[src/rtl/tlb_page_table_translator_unit_defines.svh]
// assertion macros shared by the translator rtl
// no dependencies; define NO_ASSERTIONS to compile the checks out
`ifndef TLB_PAGE_TABLE_TRANSLATOR_UNIT_DEFINES_SVH
`define TLB_PAGE_TABLE_TRANSLATOR_UNIT_DEFINES_SVH

`ifndef NO_ASSERTIONS
// condition must never hold outside reset
`define TPT_ASSERT_NEVER(lbl, clk, rst, cond) \
  lbl: assert property (@(posedge clk) disable iff (rst) !(cond)) \
    else $error("tpt check failed");
// antecedent implies consequent in the same cycle
`define TPT_ASSERT_IMPLIES(lbl, clk, rst, ante, cons) \
  lbl: assert property (@(posedge clk) disable iff (rst) (ante) |-> (cons)) \
    else $error("tpt check failed");
// antecedent implies consequent in the next cycle
`define TPT_ASSERT_NEXT(lbl, clk, rst, ante, cons) \
  lbl: assert property (@(posedge clk) disable iff (rst) (ante) |=> (cons)) \
    else $error("tpt check failed");
`else
`define TPT_ASSERT_NEVER(lbl, clk, rst, cond)
`define TPT_ASSERT_IMPLIES(lbl, clk, rst, ante, cons)
`define TPT_ASSERT_NEXT(lbl, clk, rst, ante, cons)
`endif

`endif

[src/rtl/tpt_pkg.sv]
// shared constants and types of the address translator
// no dependencies
package tpt_pkg;

  localparam int unsigned VA_W            = 16;
  localparam int unsigned FRAME_W         = 8;
  localparam int unsigned PAGE_OUT_W      = 8;
  localparam int unsigned TLB_ENTRIES_DEF = 16;
  localparam int unsigned PAGE_COUNT_DEF  = 256;
  localparam int unsigned OFFSET_BITS_DEF = 8;
  localparam int unsigned QUEUE_DEPTH     = 2;

  typedef logic [VA_W-1:0]       va_t;
  typedef logic [FRAME_W-1:0]    frame_t;
  typedef logic [PAGE_OUT_W-1:0] page_out_t;

endpackage

[src/rtl/tpt_ifs.sv]
// valid/ready channel interfaces for request and response items
// depends on tpt_pkg
interface tpt_req_if;
  logic         valid;
  logic         ready;
  tpt_pkg::va_t virtual_address;

  modport source (output valid, output virtual_address, input ready);
  modport sink (input valid, input virtual_address, output ready);
endinterface

interface tpt_rsp_if;
  logic               valid;
  logic               ready;
  tpt_pkg::va_t       physical_address;
  tpt_pkg::frame_t    frame;
  tpt_pkg::page_out_t virt_page;
  logic               tlb_hit;
  logic               page_fault;

  modport source (output valid, output physical_address, output frame,
                  output virt_page, output tlb_hit, output page_fault,
                  input ready);
  modport sink (input valid, input physical_address, input frame,
                input virt_page, input tlb_hit, input page_fault,
                output ready);
endinterface

[src/rtl/tpt_front.sv]
// front end: accepts request items and reduces the page number modulo page count
// depends on tpt_pkg and tpt_req_if
module tpt_front #(
  parameter int unsigned PAGE_COUNT  = tpt_pkg::PAGE_COUNT_DEF,
  parameter int unsigned OFFSET_BITS = tpt_pkg::OFFSET_BITS_DEF,
  localparam int unsigned PAGE_W     = $clog2(PAGE_COUNT)
) (
  input  logic                             clk,
  input  logic                             rst,
  tpt_req_if.sink                          req,
  input  logic                             clearing,
  input  logic                             q_full,
  output logic                             q_push,
  output logic [tpt_pkg::VA_W+PAGE_W-1:0]  q_data
);

  localparam int unsigned VPN_W       = (tpt_pkg::VA_W > OFFSET_BITS) ?
                                        (tpt_pkg::VA_W - OFFSET_BITS) : 1;
  localparam int unsigned RECIP_SHIFT = 24;
  localparam int unsigned RECIP       = (1 << RECIP_SHIFT) / PAGE_COUNT;

  logic             s_valid;
  tpt_pkg::va_t     s_va;
  logic [31:0]      s_prod;
  logic [VPN_W-1:0] vpn_in;
  logic [VPN_W-1:0] s_vpn;
  logic [VPN_W-1:0] quot;
  logic [VPN_W-1:0] quot_mul;
  logic [VPN_W-1:0] rem_est;
  logic [VPN_W-1:0] rem_fix;
  logic [PAGE_W-1:0] page;
  logic             in_fire;

  assign vpn_in    = VPN_W'(req.virtual_address >> OFFSET_BITS);
  assign req.ready = !clearing && (!s_valid || q_push);
  assign in_fire   = req.valid && req.ready;

  always_ff @(posedge clk) begin
    if (rst) begin
      s_valid <= 1'b0;
    end else if (in_fire) begin
      s_valid <= 1'b1;
    end else if (q_push) begin
      s_valid <= 1'b0;
    end
  end

  // reciprocal product registered, remainder fixed up next cycle
  always_ff @(posedge clk) begin
    if (in_fire) begin
      s_va   <= req.virtual_address;
      s_prod <= 32'(vpn_in) * 32'(RECIP);
    end
  end

  always_comb begin
    s_vpn    = VPN_W'(s_va >> OFFSET_BITS);
    quot     = VPN_W'(s_prod >> RECIP_SHIFT);
    quot_mul = VPN_W'(32'(quot) * 32'(PAGE_COUNT));
    rem_est  = s_vpn - quot_mul;
    if (32'(rem_est) >= 32'(PAGE_COUNT)) begin
      rem_fix = rem_est - VPN_W'(PAGE_COUNT);
    end else begin
      rem_fix = rem_est;
    end
    page = PAGE_W'(rem_fix);
  end

  assign q_push = s_valid && !q_full;
  assign q_data = {s_va, page};

endmodule

[src/rtl/tpt_queue.sv]
// short fifo between front end and back end
// depends on nothing
module tpt_queue #(
  parameter int unsigned WIDTH = 24,
  parameter int unsigned DEPTH = 2
) (
  input  logic             clk,
  input  logic             rst,
  input  logic             push,
  input  logic [WIDTH-1:0] push_data,
  output logic             full,
  input  logic             pop,
  output logic [WIDTH-1:0] pop_data,
  output logic             not_empty
);

  localparam int unsigned PTR_W = (DEPTH > 1) ? $clog2(DEPTH) : 1;
  localparam int unsigned CNT_W = $clog2(DEPTH + 1);

  logic [WIDTH-1:0] slots [DEPTH];
  logic [PTR_W-1:0] wr_ptr;
  logic [PTR_W-1:0] rd_ptr;
  logic [CNT_W-1:0] count;

  assign full      = (count == CNT_W'(DEPTH));
  assign not_empty = (count != '0);
  assign pop_data  = slots[rd_ptr];

  always_ff @(posedge clk) begin
    if (push) begin
      slots[wr_ptr] <= push_data;
    end
  end

  always_ff @(posedge clk) begin
    if (rst) begin
      wr_ptr <= '0;
      rd_ptr <= '0;
      count  <= '0;
    end else begin
      if (push) begin
        wr_ptr <= (wr_ptr == PTR_W'(DEPTH - 1)) ? '0 : wr_ptr + 1'b1;
      end
      if (pop) begin
        rd_ptr <= (rd_ptr == PTR_W'(DEPTH - 1)) ? '0 : rd_ptr + 1'b1;
      end
      if (push && !pop) begin
        count <= count + 1'b1;
      end else if (pop && !push) begin
        count <= count - 1'b1;
      end
    end
  end

endmodule

[src/rtl/tpt_back.sv]
// back end: tlb lookup, page-table read and write-back, output register
// depends on tpt_pkg and tpt_rsp_if
module tpt_back #(
  parameter int unsigned TLB_ENTRIES = tpt_pkg::TLB_ENTRIES_DEF,
  parameter int unsigned PAGE_COUNT  = tpt_pkg::PAGE_COUNT_DEF,
  parameter int unsigned OFFSET_BITS = tpt_pkg::OFFSET_BITS_DEF,
  localparam int unsigned PAGE_W     = $clog2(PAGE_COUNT)
) (
  input  logic                            clk,
  input  logic                            rst,
  input  logic                            q_valid,
  input  logic [tpt_pkg::VA_W+PAGE_W-1:0] q_data,
  output logic                            q_pop,
  output logic                            clearing,
  tpt_rsp_if.source                       rsp
);

  localparam int unsigned TLB_IDX_W = $clog2(TLB_ENTRIES);
  localparam int unsigned FRAME_W   = tpt_pkg::FRAME_W;

  typedef enum logic [2:0] {
    ST_CLEAR   = 3'b001,
    ST_LOOK    = 3'b010,
    ST_RESOLVE = 3'b100
  } state_t;

  state_t state;
  state_t state_next;

  logic            tlb_valid [TLB_ENTRIES];
  logic [PAGE_W-1:0] tlb_page [TLB_ENTRIES];
  tpt_pkg::frame_t tlb_frame [TLB_ENTRIES];
  logic [TLB_IDX_W-1:0] tlb_ptr;
  tpt_pkg::frame_t next_free_frame;

  // page table word: present bit over frame
  logic [FRAME_W:0] pt_mem [PAGE_COUNT];
  logic [FRAME_W:0] pt_rdata;
  logic             pt_we;
  logic [PAGE_W-1:0] pt_waddr;
  logic [FRAME_W:0] pt_wdata;
  logic [PAGE_W-1:0] clr_idx;

  tpt_pkg::va_t    q_va;
  logic [PAGE_W-1:0] q_page;
  tpt_pkg::va_t    cur_va;
  logic [PAGE_W-1:0] cur_page;
  logic            look_hit;
  tpt_pkg::frame_t look_frame;
  logic            hit_c;
  tpt_pkg::frame_t frame_c;

  logic            resolve_fire;
  logic            present;
  logic            res_fault;
  tpt_pkg::frame_t res_frame;
  logic [31:0]     pa_full;

  assign q_va     = q_data[tpt_pkg::VA_W+PAGE_W-1:PAGE_W];
  assign q_page   = q_data[PAGE_W-1:0];
  assign clearing = (state == ST_CLEAR);
  assign q_pop    = (state == ST_LOOK) && q_valid;
  assign resolve_fire = (state == ST_RESOLVE) && (!rsp.valid || rsp.ready);

  // parallel compare, lowest matching slot wins
  always_comb begin
    hit_c   = 1'b0;
    frame_c = '0;
    for (int i = TLB_ENTRIES - 1; i >= 0; i--) begin
      if (tlb_valid[i] && (tlb_page[i] == q_page)) begin
        hit_c   = 1'b1;
        frame_c = tlb_frame[i];
      end
    end
  end

  always_comb begin
    present   = pt_rdata[FRAME_W];
    res_fault = !look_hit && !present;
    if (look_hit) begin
      res_frame = look_frame;
    end else if (present) begin
      res_frame = pt_rdata[FRAME_W-1:0];
    end else begin
      res_frame = next_free_frame;
    end
    pa_full = (32'(res_frame) << OFFSET_BITS) | 32'(cur_va[OFFSET_BITS-1:0]);
  end

  always_comb begin
    pt_we    = clearing || (resolve_fire && res_fault);
    pt_waddr = clearing ? clr_idx : cur_page;
    pt_wdata = clearing ? '0 : {1'b1, next_free_frame};
  end

  always_ff @(posedge clk) begin
    if (pt_we) begin
      pt_mem[pt_waddr] <= pt_wdata;
    end
    if (q_pop) begin
      pt_rdata <= pt_mem[q_page];
    end
  end

  always_comb begin
    state_next = state;
    case (state)
      ST_CLEAR: begin
        if (clr_idx == PAGE_W'(PAGE_COUNT - 1)) begin
          state_next = ST_LOOK;
        end
      end
      ST_LOOK: begin
        if (q_valid) begin
          state_next = ST_RESOLVE;
        end
      end
      ST_RESOLVE: begin
        if (resolve_fire) begin
          state_next = ST_LOOK;
        end
      end
      default: begin
        state_next = ST_CLEAR;
      end
    endcase
  end

  always_ff @(posedge clk) begin
    if (rst) begin
      state           <= ST_CLEAR;
      clr_idx         <= '0;
      tlb_ptr         <= '0;
      next_free_frame <= '0;
      rsp.valid       <= 1'b0;
      for (int i = 0; i < TLB_ENTRIES; i++) begin
        tlb_valid[i] <= 1'b0;
      end
    end else begin
      state <= state_next;
      if (clearing) begin
        clr_idx <= clr_idx + 1'b1;
      end
      if (resolve_fire) begin
        rsp.valid <= 1'b1;
      end else if (rsp.ready) begin
        rsp.valid <= 1'b0;
      end
      if (resolve_fire && !look_hit) begin
        tlb_valid[tlb_ptr] <= 1'b1;
        tlb_ptr <= (tlb_ptr == TLB_IDX_W'(TLB_ENTRIES - 1)) ? '0 : tlb_ptr + 1'b1;
      end
      if (resolve_fire && res_fault) begin
        next_free_frame <= next_free_frame + 1'b1;
      end
    end
  end

  always_ff @(posedge clk) begin
    if (q_pop) begin
      cur_va     <= q_va;
      cur_page   <= q_page;
      look_hit   <= hit_c;
      look_frame <= frame_c;
    end
    if (resolve_fire && !look_hit) begin
      tlb_page[tlb_ptr]  <= cur_page;
      tlb_frame[tlb_ptr] <= res_frame;
    end
    if (resolve_fire) begin
      rsp.physical_address <= tpt_pkg::VA_W'(pa_full);
      rsp.frame            <= res_frame;
      rsp.virt_page        <= tpt_pkg::PAGE_OUT_W'(cur_page);
      rsp.tlb_hit          <= look_hit;
      rsp.page_fault       <= res_fault;
    end
  end

endmodule

[src/rtl/tlb_page_table_translator_unit.sv]
// top level of the virtual-to-physical address translator
// depends on tpt_pkg, tpt_ifs, tpt_front, tpt_queue, tpt_back and the defines header

// Translates one 16-bit virtual address per item into a physical address
// through a fully associative TLB backed by a demand-paged page table. The
// page number is (address >> OFFSET_BITS) modulo PAGE_COUNT; a TLB miss reads
// the page table, and a page-table miss raises page_fault and hands out the
// next frame from an 8-bit wrapping counter. Every miss refills the TLB slot
// named by a round-robin pointer. After reset the page table is swept clear,
// one entry a cycle, for PAGE_COUNT entries (256 by default); no item is taken
// in that time. Per item the back end has a look step for the TLB compare and
// the registered page-table read, then a resolve step (held while a response
// waits) that writes back to the page table and TLB for the next item to see.
// The front end registers each item, and a two-entry queue lets requests keep
// arriving while a response waits in the output register.
`include "tlb_page_table_translator_unit_defines.svh"

module tlb_page_table_translator_unit #(
  parameter int unsigned TLB_ENTRIES = tpt_pkg::TLB_ENTRIES_DEF,
  parameter int unsigned PAGE_COUNT  = tpt_pkg::PAGE_COUNT_DEF,
  parameter int unsigned OFFSET_BITS = tpt_pkg::OFFSET_BITS_DEF
) (
  input  logic      clk,
  input  logic      rst,
  tpt_req_if.sink   req,
  tpt_rsp_if.source rsp
);

  localparam int unsigned PAGE_W = $clog2(PAGE_COUNT);
  localparam int unsigned QW     = tpt_pkg::VA_W + PAGE_W;

  // page-table clearing pass in progress
  logic          clearing;
  // queue hand-off between the two halves
  logic          q_push;
  logic          q_full;
  logic [QW-1:0] q_push_data;
  logic          q_pop;
  logic [QW-1:0] q_pop_data;
  logic          q_valid;

  // front end: take the item, split it, reduce the page number
  tpt_front #(
    .PAGE_COUNT  (PAGE_COUNT),
    .OFFSET_BITS (OFFSET_BITS)
  ) u_front (
    .clk      (clk),
    .rst      (rst),
    .req      (req),
    .clearing (clearing),
    .q_full   (q_full),
    .q_push   (q_push),
    .q_data   (q_push_data)
  );

  // decoupling queue
  tpt_queue #(
    .WIDTH (QW),
    .DEPTH (tpt_pkg::QUEUE_DEPTH)
  ) u_queue (
    .clk       (clk),
    .rst       (rst),
    .push      (q_push),
    .push_data (q_push_data),
    .full      (q_full),
    .pop       (q_pop),
    .pop_data  (q_pop_data),
    .not_empty (q_valid)
  );

  // back end: tlb, page table, frame allocation, response register
  tpt_back #(
    .TLB_ENTRIES (TLB_ENTRIES),
    .PAGE_COUNT  (PAGE_COUNT),
    .OFFSET_BITS (OFFSET_BITS)
  ) u_back (
    .clk      (clk),
    .rst      (rst),
    .q_valid  (q_valid),
    .q_data   (q_pop_data),
    .q_pop    (q_pop),
    .clearing (clearing),
    .rsp      (rsp)
  );

  // a response never claims both a tlb hit and a fault
  `TPT_ASSERT_NEVER(a_flags_exclusive, clk, rst, rsp.valid && rsp.tlb_hit && rsp.page_fault)
  // no request taken while the page table is being cleared
  `TPT_ASSERT_NEVER(a_no_accept_clearing, clk, rst, clearing && req.valid && req.ready)
  // leaving reset always starts the clearing pass
  `TPT_ASSERT_IMPLIES(a_clear_after_reset, clk, rst, $fell(rst), clearing)
  // a pop is always followed by a resolve cycle without one
  `TPT_ASSERT_NEXT(a_queue_sane, clk, rst, q_pop, !q_pop)

endmodule
[src/flat_wrapper.sv]
// flat-port wrapper written by rule: the top's interface ports become plain ports
module tlb_page_table_translator_unit_flat 
#(
  parameter int unsigned TLB_ENTRIES = tpt_pkg::TLB_ENTRIES_DEF,
  parameter int unsigned PAGE_COUNT  = tpt_pkg::PAGE_COUNT_DEF,
  parameter int unsigned OFFSET_BITS = tpt_pkg::OFFSET_BITS_DEF
)
  (clk, rst, req_valid, req_virtual_address, req_ready, rsp_valid, rsp_physical_address, rsp_frame, rsp_virt_page, rsp_tlb_hit, rsp_page_fault, rsp_ready);
  tpt_req_if req_i ();
  tpt_rsp_if rsp_i ();
  input  logic clk;
  input  logic rst;
  input wire logic [$bits(req_i.valid)-1:0] req_valid;
  input wire logic [$bits(req_i.virtual_address)-1:0] req_virtual_address;
  output wire logic [$bits(req_i.ready)-1:0] req_ready;
  output wire logic [$bits(rsp_i.valid)-1:0] rsp_valid;
  output wire logic [$bits(rsp_i.physical_address)-1:0] rsp_physical_address;
  output wire logic [$bits(rsp_i.frame)-1:0] rsp_frame;
  output wire logic [$bits(rsp_i.virt_page)-1:0] rsp_virt_page;
  output wire logic [$bits(rsp_i.tlb_hit)-1:0] rsp_tlb_hit;
  output wire logic [$bits(rsp_i.page_fault)-1:0] rsp_page_fault;
  input wire logic [$bits(rsp_i.ready)-1:0] rsp_ready;
  assign req_i.valid = req_valid;
  assign req_i.virtual_address = req_virtual_address;
  assign req_ready = req_i.ready;
  assign rsp_valid = rsp_i.valid;
  assign rsp_physical_address = rsp_i.physical_address;
  assign rsp_frame = rsp_i.frame;
  assign rsp_virt_page = rsp_i.virt_page;
  assign rsp_tlb_hit = rsp_i.tlb_hit;
  assign rsp_page_fault = rsp_i.page_fault;
  assign rsp_i.ready = rsp_ready;
  tlb_page_table_translator_unit #(.TLB_ENTRIES(TLB_ENTRIES), .PAGE_COUNT(PAGE_COUNT), .OFFSET_BITS(OFFSET_BITS)) u_core (.clk(clk), .rst(rst), .req(req_i), .rsp(rsp_i));
endmodule
[config.mk]
export PLATFORM = sky130hd
export DESIGN_NAME = tlb_page_table_translator_unit_flat
export DESIGN_NICKNAME = d
export VERILOG_FILES = /design/src/rtl/tpt_pkg.sv /design/src/rtl/tpt_ifs.sv /design/src/rtl/tpt_front.sv /design/src/rtl/tpt_queue.sv /design/src/rtl/tpt_back.sv /design/src/rtl/tlb_page_table_translator_unit.sv /design/src/flat_wrapper.sv
export VERILOG_INCLUDE_DIRS = /design/src /design/src/rtl
export SDC_FILE = /design/constraint.sdc
export NUM_CORES = 2
export LEC_CHECK = 0
export ABC_AREA = 1
export BUFFER_PORTS_ARGS = -buffer_cell sky130_fd_sc_hd__buf_2
export CELL_PAD_IN_SITES_DETAIL_PLACEMENT = 0
export CELL_PAD_IN_SITES_GLOBAL_PLACEMENT = 1
export CORE_MARGIN = 1
export CORE_UTILIZATION = 35
export CTS_BUF_LIST = sky130_fd_sc_hd__clkbuf_4 sky130_fd_sc_hd__clkbuf_8
export CTS_CLUSTER_DIAMETER = 120
export DETAILED_ROUTE_END_ITERATION = 6
export PLACE_DENSITY = 0.64
export SLEW_MARGIN = 20
export SYNTH_ARGS = -nofsm -noshare
export SYNTH_HDL_FRONTEND = slang
export SYNTH_SLANG_ARGS = --single-unit
[constraint.sdc]
create_clock -name clk -period 8.71 [get_ports clk]
set_clock_uncertainty 0.2 [all_clocks]
set_input_delay 1.742 -clock clk [delete_from_list [all_inputs] [get_ports clk]]
set_output_delay 1.742 -clock clk [all_outputs]
set_load 0.05 [all_outputs]
Word-level counts from Yosys, hierarchy flattened
Memory sizes are Yosys's and may differ from the RTL's. A register that Yosys moved wholly into a read port is not among the register bits.
Index checks and enable logic that the tools add are counted.
- register bits after elaboration: 104
- bits in latches: 0
- memory bits (writable): 2624
- ROM bits: 0
- input bits: 20
- output and inout bits: 36
- word-level logic and storage cells: 150
- memories: 5
- $add $sub $neg: 7
- $mul: 0
- divide/modulo/power cells: 0
- order comparisons: 0
- equality and inequality tests: 25
- shift operators: 0
- muxes and demuxes: 49
- bitwise logic cells: 1
- reduce and logical (&&, ||, !) cells: 44
- memory list (memory ; depth ; width ; read ports ; clocked after Yosys merged registers in ; write ports ; line ; source):
    u_core.u_back.pt_mem ; 256 ; 9 ; 1 ; 1 ; 1 ; tpt_back.sv:37 ; logic [FRAME_W:0] pt_mem [PAGE_COUNT];
    u_core.u_back.tlb_frame ; 16 ; 8 ; 16 ; 0 ; 1 ; tpt_back.sv:32 ; tpt_pkg::frame_t tlb_frame [TLB_ENTRIES];
    u_core.u_back.tlb_page ; 16 ; 8 ; 16 ; 0 ; 1 ; tpt_back.sv:31 ; logic [PAGE_W-1:0] tlb_page [TLB_ENTRIES];
    u_core.u_queue.slots ; 2 ; 24 ; 1 ; 1 ; 1 ; tpt_queue.sv:20 ; logic [WIDTH-1:0] slots [DEPTH];
    u_core.u_back.tlb_valid ; 16 ; 1 ; 16 ; 0 ; 16 ; tpt_back.sv:30 ; logic tlb_valid [TLB_ENTRIES];
- operators by type and width (kind ; number):
    $mux 8 ; 19
    $eq 8x8->1 ; 16
    $logic_and 1x1->1 ; 26
    $mux 1 ; 21
    $add 8x1->8 const B ; 2
    $or 16x8->16 ; 1
    $reduce_or 15->1 ; 1
    $mux 3 ; 3
    $mux 9 ; 1
    $pmux 3 s3 ; 1
    $eq 8x8->1 const B ; 1
    $logic_not 1->1 ; 8
    $mux 4 ; 2
    $reduce_bool 2->1 ; 4
    $add 4x1->4 const B ; 1
    $eq 4x4->1 const B ; 1
    $mux 2 ; 2
    $ne 2x2->1 const B ; 2
    $eq 3x1->1 const B ; 1
    $eq 3x2->1 const B ; 1
    $eq 3x3->1 const B ; 1
    $logic_or 1x1->1 ; 3
    $reduce_and 3->1 ; 1
    $add 1x1->1 const B ; 2
    5 further kinds ; 5

Longest topological paths before layout
An unclocked memory read counts as a cell.
- word-level depth: 19
- gate-level depth with buffers: 24

By module
From an unflattened synthesis, not the netlist that was laid out.
- cell total of the unflattened synthesis: 8704
- area, all modules: 109077.1 um^2
- by module, submodules not included (module ; times used ; cells each ; area each (um^2)):
    tpt_back ; 1 ; 8560 ; 106403.3
    tpt_queue ; 1 ; 108 ; 2064.5
    tpt_front ; 1 ; 36 ; 609.3

Worst setup path before layout
Ideal clock, no wire load.
- path kind: reg2reg
- start point: register u_core.u_back.state[1]
- end point: memory u_core.u_back.pt_mem[0][0] (netlist bit) (data pin)
- data arrival time: 7.857 ns
- required time: 7.741 ns
- path slack: -0.116 ns
- cell stages (with the launch flop): 7
- buffers on the path: 2
- clock period less this slack: 8.826 ns
- cell sequence: dfxtp_1 -> inv_1 -> nand3_2 -> clkbuf_1 -> clkbuf_1 -> nand2_1 -> inv_1
- cells in the longest elaborated chain, start to end: 2
- ends and longest elaborated chain (element ; line ; source):
    start, declared ; tpt_back.sv:27 ; state_t state;
    start signal, assigned ; tpt_back.sv:140 ; state <= state_next;
    $eq 3x1->1 ; tpt_back.sv:61 ; assign clearing = (state == ST_CLEAR);
    $mux 9 ; tpt_back.sv:93 ; pt_wdata = clearing ? '0 : {1'b1, next_free_frame};
    named net u_core.u_back.pt_wdata[0] ; tpt_back.sv:41 ; logic [FRAME_W:0] pt_wdata;
    end, declared ; tpt_back.sv:37 ;
The timed path passes the listed nets, and every way through them passes these cells.

Worst setup path after layout
- start point: input rsp_ready
- end point: memory u_core.u_back.pt_mem[111][1] (netlist bit), enable pin
- cells in the longest elaborated chain, start to end: 6
- ends and longest elaborated chain (element ; line ; source):
    start, declared ; flat_wrapper.sv:22 ; input wire logic [$bits(rsp_i.ready)-1:0] rsp_ready;
    $logic_or 1x1->1 ; tpt_back.sv:63 ; assign resolve_fire = (state == ST_RESOLVE) && (!rsp.valid || rsp.ready);
    $logic_and 1x1->1 ; tpt_back.sv:63 ;
    named net u_core.u_back.resolve_fire ; tpt_back.sv:53 ; logic resolve_fire;
    $logic_and 1x1->1 ; tpt_back.sv:91 ; pt_we = clearing || (resolve_fire && res_fault);
    $logic_or 1x1->1 ; tpt_back.sv:91 ;
    $mux 1 ; tpt_back.sv:97 ; if (pt_we) begin
    $mux 1 (not written as such) ; tpt_back.sv:98 ; pt_mem[pt_waddr] <= pt_wdata;
The timed path passes the listed nets, and every way through them passes these cells.

==> flow_metrics.tcl <==
set metrics [dict create \
    status "finished, final reports clean" \
    crit_arrival_ns 5.62 \
    min_period_ns 5.16 \
    critPathMaxStageDelay_ns 0.80 \
    r2r_end "u_core.u_back.pt_mem[39][8]$_DFFE_PP_" \
    ys_seq_area_share_pct 74.9 \
    core_area_um2 307000 \
    rsz0062_at_grt "no" \
    ir_worst_vdd_uv 183 \
    drt-pass1-iter-count 7 \
    num_rows 203 \
    power_w 0.0256 \
    overflow 0 \
    clock-sinks 2714 \
    hold_depth 0 \
    cts_resized 0 \
    syn_area_per_cell_um2 13.2 \
    ant_nets 0 \
    maxCapViolations 0 \
    cts_buffer_depth 4 \
    hold_path.class "flop to flop" \
    ctsRootBufferMaster "clkbuf_8" \
    fp.dieW_um 558 \
    synthArstFlopShare_pct 0 \
    synth_area_leaders "edfxtp_1 74%, nor2_1 5.6%, o21ai_0 5.3%" \
    cp-end-kind "flop" \
    grt_max_degree 226 \
    endpoint "u_core.u_back.pt_mem[111][1]$_DFFE_PP_" \
    hold_violations 0 \
    grt_pass1_wl_um 474000 \
    hpwlAfterDp_um 187000 \
    route.vias.total 70400 \
    crit_path_start "rsp_ready" \
    synth_cells 8199 \
    cp_common_cell "nor2_1" \
    die_h_um 558 \
    rr_worst_depth 8 \
    worst_pin_slew_ns 1.23 \
    synth_cell_types 55 \
    crit_family "simple AND/OR/NAND/NOR gates" \
    grt_pass1_vias 68700 \
    clkTransAtPathRegs_ns 0.06 \
    htreeDepth 5 \
    cts_tree "built" \
    ys_ff_latch 2714 \
    netlist_area_um2 108000 \
    setup_tns_ns 0 \
    drive_gt1_share_pct 11.3 \
    critPathMaxFanout 27 \
    drv_slew 0 \
    cp_num_buf_inv 4 \
    holdWs_ns 0.220 \
    cp_slowest_cell "nand4_1" \
    clkLatencyLatePin_ns 1.10 \
    ios 56 \
    ys.flop_type "edfxtp_1" \
    layout_common_cells "2,668 x edfxtp_1, 1,618 x nor2_1, 1,152 x o21ai_0" \
    drt_iter0_drc 8916 \
    relSlewSlack_pct 17.6 \
    final_common_cell "edfxtp_1" \
    hold_buffers 0 \
    fin_crit_sh_pct 59.2 \
    wl_per_cell_um 26.1 \
    synth_nets 8226 \
    wl_um 332000 \
    setup_viol 0 \
    start_util_pct 35.3 \
    die_area_um2 311000 \
    post-cts-setup-buffers 0 \
    setup.worst_path.start_class "input port" \
    yosys_warnings 0 \
    io_buffers 55 \
    fmax_mhz 194 \
    synth.top_cell.area_share_pct 74.1 \
    synth_area_leader_cell "edfxtp_1" \
    final_core_util_pct 39.6 \
    area_delta_synth_final_pct 12.2 \
    p_leak_nw 44.1 \
    nNetsFinal 8263 \
    viasPerCell 5.54 \
    crit_chain "buf_2 > nor2_1 > nor2_4 > buf_4 > nand2_2 > nor2_2 > nor2_1 > inv_1 > nand4_1 > buf_4 > nor2_1" \
    drc 0 \
    critPathKind "input port to flop" \
    grt_antenna_before_repair 13 \
    synth_edf_count 2668 \
    cp.required_ns 9.17 \
    cts_buffers 448 \
    ff2ff_setup_slack_ns 3.60 \
    place_congestion 0.865 \
    rr_startpoint "u_core.u_back.state[0]$_SDFFE_PP1P_" \
    power_density_nw_per_um2 210 \
    grt_use_total_pct 20.8 \
    critical_path_depth 11 \
]
==> cell type report <==
type                            count  area (um2)
Antenna cell                        5        12.5
Clock buffer                      573        7210
Clock inverter                    240        1760
Fill cell                       28700      185000
Inverter                          174         723
Multi-Input combinational cell   4726       24100
Sequential cell                  2714       81000
Tap cell                         4100        5130
Timing Repair Buffer              172        1440
==> registers in the layout (all words and copies together) (netlist names), 9 cells and up, named ones only <==
signal and flops:
u_core.u_queue.slots 32, u_core.u_back.tlb_page 128, u_core.u_back.tlb_frame 128, u_core.u_back.rsp.physical_address 15
u_core.u_back.tlb_valid 16, u_core.u_back.pt_rdata 9, u_core.u_back.pt_mem 2304, u_core.u_front.s_va 16
==> Yosys cell counts, types with 12 or more instances <==
cell type	instances
a21oi_1	63
buf_1	19
buf_2	117
buf_4	31
buf_6	13
clkbuf_1	403
dfxtp_1	46
edfxtp_1	2668
inv_1	167
nand2_1	406
nand2_2	22
nand3_1	335
nand4_1	30
nor2_1	1619
nor3_1	27
o211ai_1	270
o21ai_0	1152
o21ai_1	62
o221ai_1	307
o22ai_1	277
or2_2	12
xnor2_1	17
xor2_1	39
==> through the flow <==
stage               worst slack [ns]  cell area (um2)  cells
floorplan                       2.07           108000   8199
global placement                2.57           112000  11900
detailed placement              2.45           112000  11900
CTS                             3.59           121000  12700
global route                    3.40           121000  12700
finish                          3.55           121000  12700
==> worst min-delay path by stage <==
stage	startpoint	to	slack, ns
after global placement	u_core.u_back.cur_va[5]$_DFFE_PP_	u_core.u_back.rsp.physical_address[5]$_DFFE_PP_	0.20
final	u_core.u_back.cur_va[6]$_DFFE_PP_	u_core.u_back.rsp.physical_address[6]$_DFFE_PP_	0.22
after floorplan	u_core.u_back.cur_va[0]$_DFFE_PP_	u_core.u_back.rsp.physical_address[0]$_DFFE_PP_	0.20
after CTS	u_core.u_back.cur_va[4]$_DFFE_PP_	u_core.u_back.rsp.physical_address[4]$_DFFE_PP_	0.22
after detailed placement	u_core.u_back.cur_va[6]$_DFFE_PP_	u_core.u_back.rsp.physical_address[6]$_DFFE_PP_	0.20
after global routing	u_core.u_back.cur_va[4]$_DFFE_PP_	u_core.u_back.rsp.physical_address[4]$_DFFE_PP_	0.23
==> layer usage <==
layer | wire length (um) | global-route usage [%] | vias up
met1 | 142000 | 28.7 | 35500
met4 | 11900 | 7.67 | 8
met3 | 25500 | 3.50 | 642
li1 | - | - | 30900
met2 | 152000 | 33.0 | 3360
met5 | 45 | 0 | -
==> power by group <==
part	switching [W]	leakage, nW	total, W	internal [W]
registers	0.00000488	29.9	0.0141	0.0141
logic	0.0000757	9.44	0.0000889	0.0000132
clock network	0.00512	4.75	0.0113	0.00621
==> logic make-up (layout without fill, tap and decap cells) <==
family,Yosys count,after routing,synth area share [%]
compound gates,2155,2155,12.1
buf+inv,759,1159,2.99
other cells,0,5,0
fa+ha+maj,7,7,0.0810
flops,2714,2714,74.9
xor+xnor,56,56,0.453
simple gates,2507,2507,9.50
mux,1,1,0.00925
Note: power is estimated with default switching activity, not from simulation.
